$ cat config.mk
export PLATFORM = sky130hd
export DESIGN_NAME = preemptive_priority_scheduler_aging
export DESIGN_NICKNAME = d
export VERILOG_FILES = /design/src/rtl/ppsa_pkg.sv /design/src/rtl/ppsa_ctrl.sv /design/src/rtl/ppsa_dp.sv /design/src/rtl/preemptive_priority_scheduler_aging.sv
export VERILOG_INCLUDE_DIRS = /design/src /design/src/rtl
export SDC_FILE = /design/constraint.sdc
export NUM_CORES = 1
export LEC_CHECK = 0
export BUFFER_PORTS_ARGS = -buffer_cell sky130_fd_sc_hd__buf_2
export CAP_MARGIN = 30
export CORE_MARGIN = 8
export CORE_UTILIZATION = 56
export CTS_CLUSTER_DIAMETER = 120
export DETAILED_ROUTE_END_ITERATION = 8
export GPL_ROUTABILITY_DRIVEN = 0
export PLACE_DENSITY_LB_ADDON = 0.12
export SLEW_MARGIN = 20
export SYNTH_ARGS = -nofsm -noshare
export SYNTH_HDL_FRONTEND = slang
export SYNTH_SLANG_ARGS = --single-unit
$ cat constraint.sdc
create_clock -name clk -period 6.8 [get_ports clk]
set_input_delay 0.34 -clock clk [delete_from_list [all_inputs] [get_ports clk]]
set_output_delay 0.34 -clock clk [all_outputs]
set_load 0.01 [all_outputs]
$ cat src/rtl/assert_macros.svh
// ----------------------------------------------------------------------------
// assert_macros.svh
// Shared concurrent assertion macros for the scheduler RTL.
// ----------------------------------------------------------------------------
`ifndef ASSERT_MACROS_SVH
`define ASSERT_MACROS_SVH

// Property must hold at every rising clock edge outside reset.
`define ASSERT_CLK(name, clk, rst, prop, msg) \
  name: assert property (@(posedge clk) disable iff (rst) (prop)) else $error(msg);

// Expression must never be true outside reset.
`define ASSERT_NEVER(name, clk, rst, expr, msg) \
  name: assert property (@(posedge clk) disable iff (rst) !(expr)) else $error(msg);

`endif

$ cat src/rtl/ppsa_pkg.sv
`timescale 1ns / 1ps
// ----------------------------------------------------------------------------
// ppsa_pkg
// Types and constants of the preemptive priority scheduler with aging.
// ----------------------------------------------------------------------------
package ppsa_pkg;

  localparam int NUM_TASKS = 16;
  localparam int IDX_W     = (NUM_TASKS > 1) ? $clog2(NUM_TASKS) : 1;

  localparam int SLOT_W = 4;
  localparam int ARR_W  = 10;
  localparam int SVC_W  = 8;
  localparam int PRIO_W = 4;
  localparam int WAIT_W = 3;
  localparam int TIME_W = 16;

  localparam int IN_BITS     = SLOT_W + ARR_W + SVC_W + PRIO_W;
  localparam int IN_TDATA_W  = 32;
  localparam int OUT_BITS    = TIME_W + 1 + SLOT_W + 3;
  localparam int OUT_TDATA_W = 24;

  localparam logic [ARR_W-1:0]  STOP_TIME_RESET = ARR_W'(100);
  localparam logic [WAIT_W-1:0] WAIT_MAX        = WAIT_W'(7);
  localparam logic [WAIT_W-1:0] AGE_LIMIT       = WAIT_W'(5);
  localparam logic [PRIO_W-1:0] PRIO_FLOOR      = PRIO_W'(1);
  localparam logic [SVC_W-1:0]  LAST_QUANTUM    = SVC_W'(1);

  localparam logic MODE_LOAD = 1'b0;
  localparam logic MODE_TICK = 1'b1;

  // Load item payload, slot in the lowest bits
  typedef struct packed {
    logic [PRIO_W-1:0] priority_req;
    logic [SVC_W-1:0]  service_time;
    logic [ARR_W-1:0]  arrival;
    logic [SLOT_W-1:0] slot;
  } task_load_t;

  // Tick result, time_slot in the lowest bits
  typedef struct packed {
    logic              finished;
    logic              completed_now;
    logic              started_now;
    logic [SLOT_W-1:0] run_slot;
    logic              ran;
    logic [TIME_W-1:0] time_slot;
  } tick_result_t;

  // Controller to datapath commands
  typedef struct packed {
    logic load;
    logic tick_start;
    logic scan;
    logic commit;
  } ctrl_cmd_t;

  // Datapath to controller status
  typedef struct packed {
    logic scan_last;
    logic out_free;
  } dp_status_t;

  typedef enum logic [2:0] {
    ST_IDLE  = 3'b001,
    ST_SCAN  = 3'b010,
    ST_FINAL = 3'b100
  } state_t;

endpackage

$ cat src/rtl/ppsa_ctrl.sv
`timescale 1ns / 1ps
// ----------------------------------------------------------------------------
// ppsa_ctrl
// Sequencer: accepts items, walks the slot scan and commits each tick.
// ----------------------------------------------------------------------------
module ppsa_ctrl (
  input  logic                  clk,
  input  logic                  rst,
  input  logic                  in_valid,
  input  logic                  in_mode,
  output logic                  in_ready,
  output ppsa_pkg::ctrl_cmd_t   cmd,
  input  ppsa_pkg::dp_status_t  status
);

  ppsa_pkg::state_t state, state_next;

  // Take items only between ticks, never in reset
  assign in_ready = !rst && (state == ppsa_pkg::ST_IDLE);

  // Decode commands
  always_comb begin
    cmd            = '0;
    cmd.load       = in_ready && in_valid && (in_mode == ppsa_pkg::MODE_LOAD);
    cmd.tick_start = in_ready && in_valid && (in_mode == ppsa_pkg::MODE_TICK);
    cmd.scan       = (state == ppsa_pkg::ST_SCAN);
    cmd.commit     = (state == ppsa_pkg::ST_FINAL) && status.out_free;
  end

  // Advance the sequence
  always_comb begin
    state_next = state;
    unique case (state)
      ppsa_pkg::ST_IDLE: begin
        if (cmd.tick_start) state_next = ppsa_pkg::ST_SCAN;
      end
      ppsa_pkg::ST_SCAN: begin
        if (status.scan_last) state_next = ppsa_pkg::ST_FINAL;
      end
      ppsa_pkg::ST_FINAL: begin
        if (status.out_free) state_next = ppsa_pkg::ST_IDLE;
      end
      default: state_next = ppsa_pkg::ST_IDLE;
    endcase
  end

  always_ff @(posedge clk) begin
    if (rst) begin
      state <= ppsa_pkg::ST_IDLE;
    end else begin
      state <= state_next;
    end
  end

endmodule

$ cat src/rtl/ppsa_dp.sv
`timescale 1ns / 1ps
// ----------------------------------------------------------------------------
// ppsa_dp
// Task tables, one-slot-per-cycle aging and selection, tick commit, result
// register and the stop time register.
// ----------------------------------------------------------------------------
`include "assert_macros.svh"

module ppsa_dp (
  input  logic                               clk,
  input  logic                               rst,
  input  ppsa_pkg::ctrl_cmd_t                cmd,
  output ppsa_pkg::dp_status_t               status,
  input  ppsa_pkg::task_load_t               load,
  input  logic                               cfg_valid,
  output logic                               cfg_ready,
  input  logic [ppsa_pkg::ARR_W-1:0]         cfg_data,
  output ppsa_pkg::tick_result_t             res,
  output logic                               out_valid,
  input  logic                               out_ready
);

  localparam int N  = ppsa_pkg::NUM_TASKS;
  localparam int IW = ppsa_pkg::IDX_W;

  // Per-slot state
  logic [N-1:0]                  loaded, done, started;
  logic [ppsa_pkg::ARR_W-1:0]    arr_tab  [N];
  logic [ppsa_pkg::PRIO_W-1:0]   prio_tab [N];
  logic [ppsa_pkg::SVC_W-1:0]    rem_tab  [N];
  logic [ppsa_pkg::WAIT_W-1:0]   wait_tab [N];

  // Global state
  logic [ppsa_pkg::TIME_W-1:0]   cur_time;
  logic [IW-1:0]                 last_slot;
  logic                          last_valid;
  logic                          sim_fin;
  logic [ppsa_pkg::ARR_W-1:0]    stop_time;

  // Tick working registers
  logic [IW-1:0]                 idx;
  logic [IW-1:0]                 best_idx;
  logic                          best_found;
  logic [ppsa_pkg::PRIO_W-1:0]   best_prio;
  logic [ppsa_pkg::ARR_W-1:0]    best_arr;
  logic                          age_en;
  logic                          tick_stop;
  logic                          past_end;

  ppsa_pkg::tick_result_t        res_q, res_next;

  // Load decode
  logic [IW-1:0] ld_idx;
  logic          ld_ok;
  assign ld_idx = IW'(load.slot);
  assign ld_ok  = (int'(load.slot) < N);

  // Examine the slot under the scan index
  logic                          slot_ready, slot_skip, better;
  logic [ppsa_pkg::WAIT_W-1:0]   w_inc, aged_w;
  logic [ppsa_pkg::PRIO_W-1:0]   aged_pr;
  logic [N-1:0]                  pending;

  assign pending    = loaded & ~done;
  assign slot_ready = loaded[idx] && !done[idx] &&
                      (ppsa_pkg::TIME_W'(arr_tab[idx]) <= cur_time);
  assign slot_skip  = last_valid && (last_slot == idx);
  assign w_inc      = (wait_tab[idx] < ppsa_pkg::WAIT_MAX) ?
                      wait_tab[idx] + ppsa_pkg::WAIT_W'(1) : wait_tab[idx];

  always_comb begin
    aged_pr = prio_tab[idx];
    aged_w  = wait_tab[idx];
    if (age_en && slot_ready && !slot_skip) begin
      if (w_inc >= ppsa_pkg::AGE_LIMIT && prio_tab[idx] > ppsa_pkg::PRIO_FLOOR) begin
        aged_pr = prio_tab[idx] - ppsa_pkg::PRIO_W'(1);
        aged_w  = '0;
      end else begin
        aged_w  = w_inc;
      end
    end
  end

  // Strict compare keeps the lower slot on a full tie
  assign better = slot_ready &&
                  (!best_found || aged_pr < best_prio ||
                   (aged_pr == best_prio && arr_tab[idx] < best_arr));

  // Tick outcome, idx holds the chosen slot at this point
  logic         do_run, do_adv, do_fin, comp, first;
  logic [N-1:0] pend_after;

  assign comp       = (rem_tab[idx] <= ppsa_pkg::LAST_QUANTUM);
  assign first      = !started[idx];
  assign pend_after = pending & ~(N'(1) << idx);

  always_comb begin
    do_run   = 1'b0;
    do_adv   = 1'b0;
    do_fin   = 1'b0;
    res_next = '0;
    res_next.time_slot = cur_time;
    priority if (tick_stop) begin
      do_fin = 1'b1;
    end else if (!best_found && past_end) begin
      do_fin = 1'b1;
    end else if (!best_found) begin
      do_adv = 1'b1;
    end else if (past_end && !started[idx]) begin
      do_fin = 1'b1;
    end else begin
      do_run = 1'b1;
      do_adv = 1'b1;
      do_fin = comp && (pend_after == '0);
    end
    res_next.finished = do_fin;
    if (do_run) begin
      res_next.ran           = 1'b1;
      res_next.run_slot      = ppsa_pkg::SLOT_W'(idx);
      res_next.started_now   = first;
      res_next.completed_now = comp;
    end
  end

  // Status to the controller
  assign status.scan_last = (idx == IW'(N - 1));
  assign status.out_free  = !out_valid || out_ready;

  assign cfg_ready = !rst;
  assign res       = res_q;

  // Control state and flags
  always_ff @(posedge clk) begin
    if (rst) begin
      loaded     <= '0;
      done       <= '0;
      started    <= '0;
      for (int i = 0; i < N; i++) wait_tab[i] <= '0;
      cur_time   <= '0;
      last_slot  <= '0;
      last_valid <= 1'b0;
      sim_fin    <= 1'b0;
      stop_time  <= ppsa_pkg::STOP_TIME_RESET;
      idx        <= '0;
      best_idx   <= '0;
      best_found <= 1'b0;
      age_en     <= 1'b0;
      tick_stop  <= 1'b0;
      past_end   <= 1'b0;
      out_valid  <= 1'b0;
    end else begin
      if (cfg_valid) stop_time <= cfg_data;

      // Load a slot
      if (cmd.load && ld_ok) begin
        loaded[ld_idx]   <= 1'b1;
        done[ld_idx]     <= 1'b0;
        started[ld_idx]  <= 1'b0;
        wait_tab[ld_idx] <= '0;
        if (last_valid && last_slot == ld_idx) last_valid <= 1'b0;
      end

      // Latch the tick conditions and rewind the scan
      if (cmd.tick_start) begin
        idx        <= '0;
        best_found <= 1'b0;
        tick_stop  <= sim_fin || (pending == '0);
        age_en     <= !sim_fin && (pending != '0) &&
                      (cur_time < ppsa_pkg::TIME_W'(stop_time));
        past_end   <= !(cur_time < ppsa_pkg::TIME_W'(stop_time));
      end

      // Age one slot and track the best candidate
      if (cmd.scan) begin
        wait_tab[idx] <= aged_w;
        if (better) begin
          best_found <= 1'b1;
          best_idx   <= idx;
        end
        if (status.scan_last) begin
          idx <= better ? idx : best_idx;
        end else begin
          idx <= idx + IW'(1);
        end
      end

      // Commit the tick
      if (cmd.commit) begin
        if (do_fin) sim_fin <= 1'b1;
        if (do_adv) cur_time <= cur_time + ppsa_pkg::TIME_W'(1);
        if (do_run) begin
          last_slot    <= idx;
          last_valid   <= 1'b1;
          started[idx] <= 1'b1;
          if (comp) done[idx] <= 1'b1;
        end
      end

      // Hold the result until taken
      if (cmd.commit) begin
        out_valid <= 1'b1;
      end else if (out_ready) begin
        out_valid <= 1'b0;
      end
    end
  end

  // Payload registers
  always_ff @(posedge clk) begin
    if (cmd.load && ld_ok) begin
      arr_tab[ld_idx]  <= load.arrival;
      rem_tab[ld_idx]  <= load.service_time;
      prio_tab[ld_idx] <= load.priority_req;
    end
    if (cmd.scan) begin
      prio_tab[idx] <= aged_pr;
      if (better) begin
        best_prio <= aged_pr;
        best_arr  <= arr_tab[idx];
      end
    end
    if (cmd.commit && do_run) begin
      rem_tab[idx] <= comp ? '0 : rem_tab[idx] - ppsa_pkg::SVC_W'(1);
    end
    if (cmd.commit) res_q <= res_next;
  end

  // Checks
  `ASSERT_CLK(a_run_ready, clk, rst,
    (cmd.commit && do_run) |-> (loaded[idx] && !done[idx]), "ran a slot that was not ready")
  `ASSERT_CLK(a_fin_sticky, clk, rst, sim_fin |=> sim_fin, "finished flag cleared")
  `ASSERT_CLK(a_time_commit, clk, rst, !cmd.commit |=> $stable(cur_time),
    "time moved outside a commit")
  `ASSERT_CLK(a_out_source, clk, rst, $rose(out_valid) |-> $past(cmd.commit),
    "result appeared without a commit")

endmodule

$ cat src/rtl/preemptive_priority_scheduler_aging.sv
`timescale 1ns / 1ps
// ----------------------------------------------------------------------------
// preemptive_priority_scheduler_aging
// Highest-priority-first preemptive scheduler with aging, one quantum a tick.
// ----------------------------------------------------------------------------
//  channel   | direction | tdata / data                        | tuser
//  s_axis    | in        | slot, arrival, service, priority    | mode
//  m_axis    | out       | time, ran, slot, started, done, fin | -
//  cfg       | in        | stop time                           | -
//
//  A load item is taken while the block is idle. A tick item is accepted,
//  then each task slot in turn passes through the shared aging and compare
//  step, and then the tick commits.
//  Reset is synchronous and ready at once; there is no clearing pass.
//  The commit waits while an earlier result is still held on m_axis.
// ----------------------------------------------------------------------------
module preemptive_priority_scheduler_aging (
  input  logic                              clk,
  input  logic                              rst,
  input  logic                              s_axis_tvalid,
  output logic                              s_axis_tready,
  // [3:0] slot, [13:4] arrival, [21:14] service_time,
  // [25:22] priority_req, [31:26] zero
  input  logic [ppsa_pkg::IN_TDATA_W-1:0]   s_axis_tdata,
  // [0] mode
  input  logic                              s_axis_tuser,
  output logic                              m_axis_tvalid,
  input  logic                              m_axis_tready,
  // [15:0] time_slot, [16] ran, [20:17] run_slot, [21] started_now,
  // [22] completed_now, [23] finished
  output logic [ppsa_pkg::OUT_TDATA_W-1:0]  m_axis_tdata,
  input  logic                              cfg_valid,
  output logic                              cfg_ready,
  input  logic [ppsa_pkg::ARR_W-1:0]        cfg_data
);

  ppsa_pkg::ctrl_cmd_t    cmd;
  ppsa_pkg::dp_status_t   status;
  ppsa_pkg::task_load_t   load;
  ppsa_pkg::tick_result_t res;

  assign load         = ppsa_pkg::task_load_t'(s_axis_tdata[ppsa_pkg::IN_BITS-1:0]);
  assign m_axis_tdata = ppsa_pkg::OUT_TDATA_W'(res);

  ppsa_ctrl u_ctrl (
    .clk      (clk),
    .rst      (rst),
    .in_valid (s_axis_tvalid),
    .in_mode  (s_axis_tuser),
    .in_ready (s_axis_tready),
    .cmd      (cmd),
    .status   (status)
  );

  ppsa_dp u_dp (
    .clk       (clk),
    .rst       (rst),
    .cmd       (cmd),
    .status    (status),
    .load      (load),
    .cfg_valid (cfg_valid),
    .cfg_ready (cfg_ready),
    .cfg_data  (cfg_data),
    .res       (res),
    .out_valid (m_axis_tvalid),
    .out_ready (m_axis_tready)
  );

endmodule

==> flow_summary.yaml <==
run_status:
  status: "finished clean"
synthesis:
  synth_edf_count: 438
  synthCells: 1511
  synthArstFlopShare_pct: 0
  synth_fa_ha_area_share_pct: 2.39
  yosys_warnings: 0
  synth_cell_type_count: 63
  yosys-mux-area-fraction_pct: 14.0
  synth-simple-area-share_pct: 8.70
  synth-xor-area-share_pct: 1.10
  synth_compound_area_share_pct: 5.14
  synth_fp_nets: 1603
  ys_seq_area_share_pct: 65.9
  synth_top_family_by_area: "multiplexers"
  synth_ff_type: "edfxtp_1"
  avgSynthCellArea_um2: 15.2
  synth.cell_area_um2: 23000
  ys_ff_latch: 538
layout:
  layout_common_cells: "438 x edfxtp_1, 197 x nor2_1, 103 x nand2_1, 96 x mux4_2, 96 x dfxtp_1"
  final_common_cell: "edfxtp_1"
  seq_area_um2: 15200
  area_growth_pct: 12.1
  n_antenna_cell: 0
  fin_area_um2: 25800
  fill_cells: 2984
  drive_above_1_share_pct: 19.0
  stdcell_count: 2185
  multi_input_area_um2: 7220
  nets: 1702
critical_path:
  endpoint_kind: "flip-flop"
  crit_slowest_cell: "dfxtp_4"
  worstSetupStartpointType: "flip-flop"
  worst_path_largest_cell_delay_ns: 0.61
  ff2ff_setup_slack_ns: 0.78
  cp_data_required_time_ns: 7.11
  critPathBufInv: 2
  crit_arrival_ns: 6.33
  cp_top_family: "simple AND/OR/NAND/NOR gates"
  worst-setup-path-type: "flip-flop to flip-flop"
  crit_chain: "buf_4 -> mux4_2 -> mux4_2 -> ha_1 -> a21o_1 -> a21oi_1 -> nor2b_1 -> o311ai_2 -> nand3_1 -> and3b_1 -> a21o_1 -> nand2_1 -> ha_1 -> nor2b_1 -> nand4_1 -> a211oi_1 -> a21oi_1 -> nor3_4 -> buf_4"
  rr_worst_depth: 19
  reg2reg_to: "u_dp.best_arr[3]$_DFFE_PP_"
  crit_fanout: 25
route:
  drtIter0Drc: 1117
  postRouteAntennaNets: 0
  drc_errors: 0
  wire_per_inst_um: 23.5
  drt-pass1-iter-count: 5
  routed_wl_um: 51400
  vias_per_cell: 6.11
  vias: 13352
timing:
  setup_violations: 0
  tightest_slew_ns: 0.956
  hold-worst-slack_ns: 0.0753
  layout_setup_ws_ns: 0.782
  relSlewSlack_pct: 36.3
  layout_min_cycle_time_ns: 6.02
  hold_viol_final: 0
  fmax_mhz: 166
  finClkSkew_ns: 0.0214
  rsz0062_at_grt: "false"
  setup_tns_ns: 0
  final_max_slew_viol_count: 0
  finalCritPeriodShare_pct: 88.5
place:
  io_buffer_count: 68
  place_inst: 2076
  place_area_um2: 24000
  preCtsSetupSlack_ns: 0.697
  dp_hpwl_um: 33800
worst_hold_path:
  hold_path_depth: 3
  holdPathEnd: "u_dp.out_valid$_SDFFE_PP0P_"
  min-delay-path-class: "input pin to flip-flop"
  worstHoldStart: "m_axis_tready"
clock_network:
  clkTransAtPathRegs_ns: 0.06
  ctsLongestPathBuffers: 3
  clock_latency_ns: 0.61
  numCtsBuffers: 54
  post_cts_resized: 0
  cts_sinks: 538
  h-tree-depth: 2
  cts_tree: "done"
  root_buffer: "clkbuf_16"
global_route:
  grt_pass1_vias: 13287
  grt_overflow_total: 0
  grt_max_degree: 87
  antenna_found_initial: 0
  track_usage_pct: 21.7
  grt_pass1_wl_um: 79300
pwr:
  power_density_nw_per_um2: 258
  peakVddDrop_mv: 0.241
  power.leakage_nw: 8.84
die:
  die_y_um: 219
  initial_core_util_pct: 56.5
  core_um2: 40700
  die_area_um2: 47800
  die_w_um: 219
  rows: 74
  pin_count: 75
flow_run:
  drv_cap: 0
==> area by class of cell <==
cell class                      instances  area share (%)
Sequential cell                       538            58.8
Multi-Input combinational cell        839            28.0
Clock buffer                           69            5.58
Timing Repair Buffer                  117            3.02
Tap cell                              532            2.58
Clock inverter                         30            1.13
Inverter                               60           0.873
==> synth_stat cells, drive strengths merged (5+ instances only) <==
cell type  count  area [um2]
a32oi         35         307
a21o          11        82.6
and2           9        57.6
nand2        103         387
xnor2         18         158
a22o           6        52.6
a211oi         5        37.5
a22oi         10        75.1
nor3          20         121
a31oi          5        31.3
or2            7        43.8
edfxtp       438       13200
ha            44         551
buf           35         256
and3           6        37.5
or3            7        48.8
nand4         14        87.6
o31ai          6        45.0
o211ai         6        45.0
mux2i         21         210
nand3         17        85.1
nor2b         10        62.6
o21ai         24         124
mux4         125        2920
a21oi         49         245
xor2          11        96.3
nor2         199         749
inv           57         214
mux2           7        78.8
clkbuf        38         158
o21a           7        52.6
nor4           5        31.3
nand2b        29         181
dfxtp        100        2000
==> power by group <==
group / internal [mW] / switching, mW
registers: 3.58 / 0.00872
clock network: 1.68 / 1.24
logic: 0.0484 / 0.103
total: 5.31 / 1.35
==> sequential cells by signal (all words and copies together) (netlist names), 3 cells and up, named ones only <==
register,cells
u_dp.res,24
u_dp.loaded,16
u_dp.best_idx,4
u_dp.best_arr,10
u_dp.prio_tab,64
u_dp.best_prio,4
u_dp.arr_tab,160
u_dp.idx,4
u_ctrl.state,3
u_dp.done,16
u_dp.last_slot,4
u_dp.started,16
u_dp.cur_time,16
u_dp.rem_tab,128
u_dp.wait_tab,48
u_dp.stop_time,10
==> logic make-up after synthesis <==
logic type,Yosys count
AOI/OAI and AO/OA,174
DFF,538
adders and majority gates,44
and+or+nand+nor,439
muxes,153
xor gates and xnor gates,29
buffers and inverters,134
==> through the flow <==
step / power [mW] / utilization, %
floorplan: 3.73 / -
global placement: 3.79 / 58.5
detailed placement: 3.80 / 58.8
CTS: 6.70 / 63.3
global route: 6.84 / 63.3
finish: 6.65 / 63.3
==> worst register-to-register path, cell delays in order (launching register included) <==
cell and delay [ns]:
dfxtp_4 0.61, buf_4 0.37, mux4_2 0.36, mux4_2 0.54
ha_1 0.35, a21o_1 0.18, a21oi_1 0.17, nor2b_1 0.08
o311ai_2 0.39, nand3_1 0.16, and3b_1 0.39, a21o_1 0.17
nand2_1 0.08, ha_1 0.29, nor2b_1 0.12, nand4_1 0.17
a211oi_1 0.32, a21oi_1 0.23, nor3_4 0.47, buf_4 0.27
==> how the worst max path moves through the flow <==
| stage | end | slack [ns] | cells after the start | from |
|---|---|---|---|---|
| global route | u_dp.best_arr[3]$_DFFE_PP_ | 0.40 | 19 | flip-flop |
| global placement | u_dp.best_arr[4]$_DFFE_PP_ | 0.76 | 19 | flip-flop |
| detailed placement | u_dp.best_arr[5]$_DFFE_PP_ | 0.70 | 19 | flip-flop |
| CTS | u_dp.best_arr[3]$_DFFE_PP_ | 0.67 | 19 | flip-flop |
| finish | u_dp.best_arr[3]$_DFFE_PP_ | 0.78 | 19 | flip-flop |
| floorplan | u_dp.best_idx[3]$_SDFFE_PP0P_ | 0.05 | 28 | flip-flop |
==> timing repair <==
action,in CTS,in global routing
endpoints found under the hold margin,10,0
hold buffers,10,0
buffers inserted,0,0
==> metal layers <==
metal	wire length [um]	GRT usage, %
met1	22400	31.1
met2	24700	34.4
met3	3220	3.43
met4	1170	6.41
met5	0	0
Power figures use the tool's default switching activity.
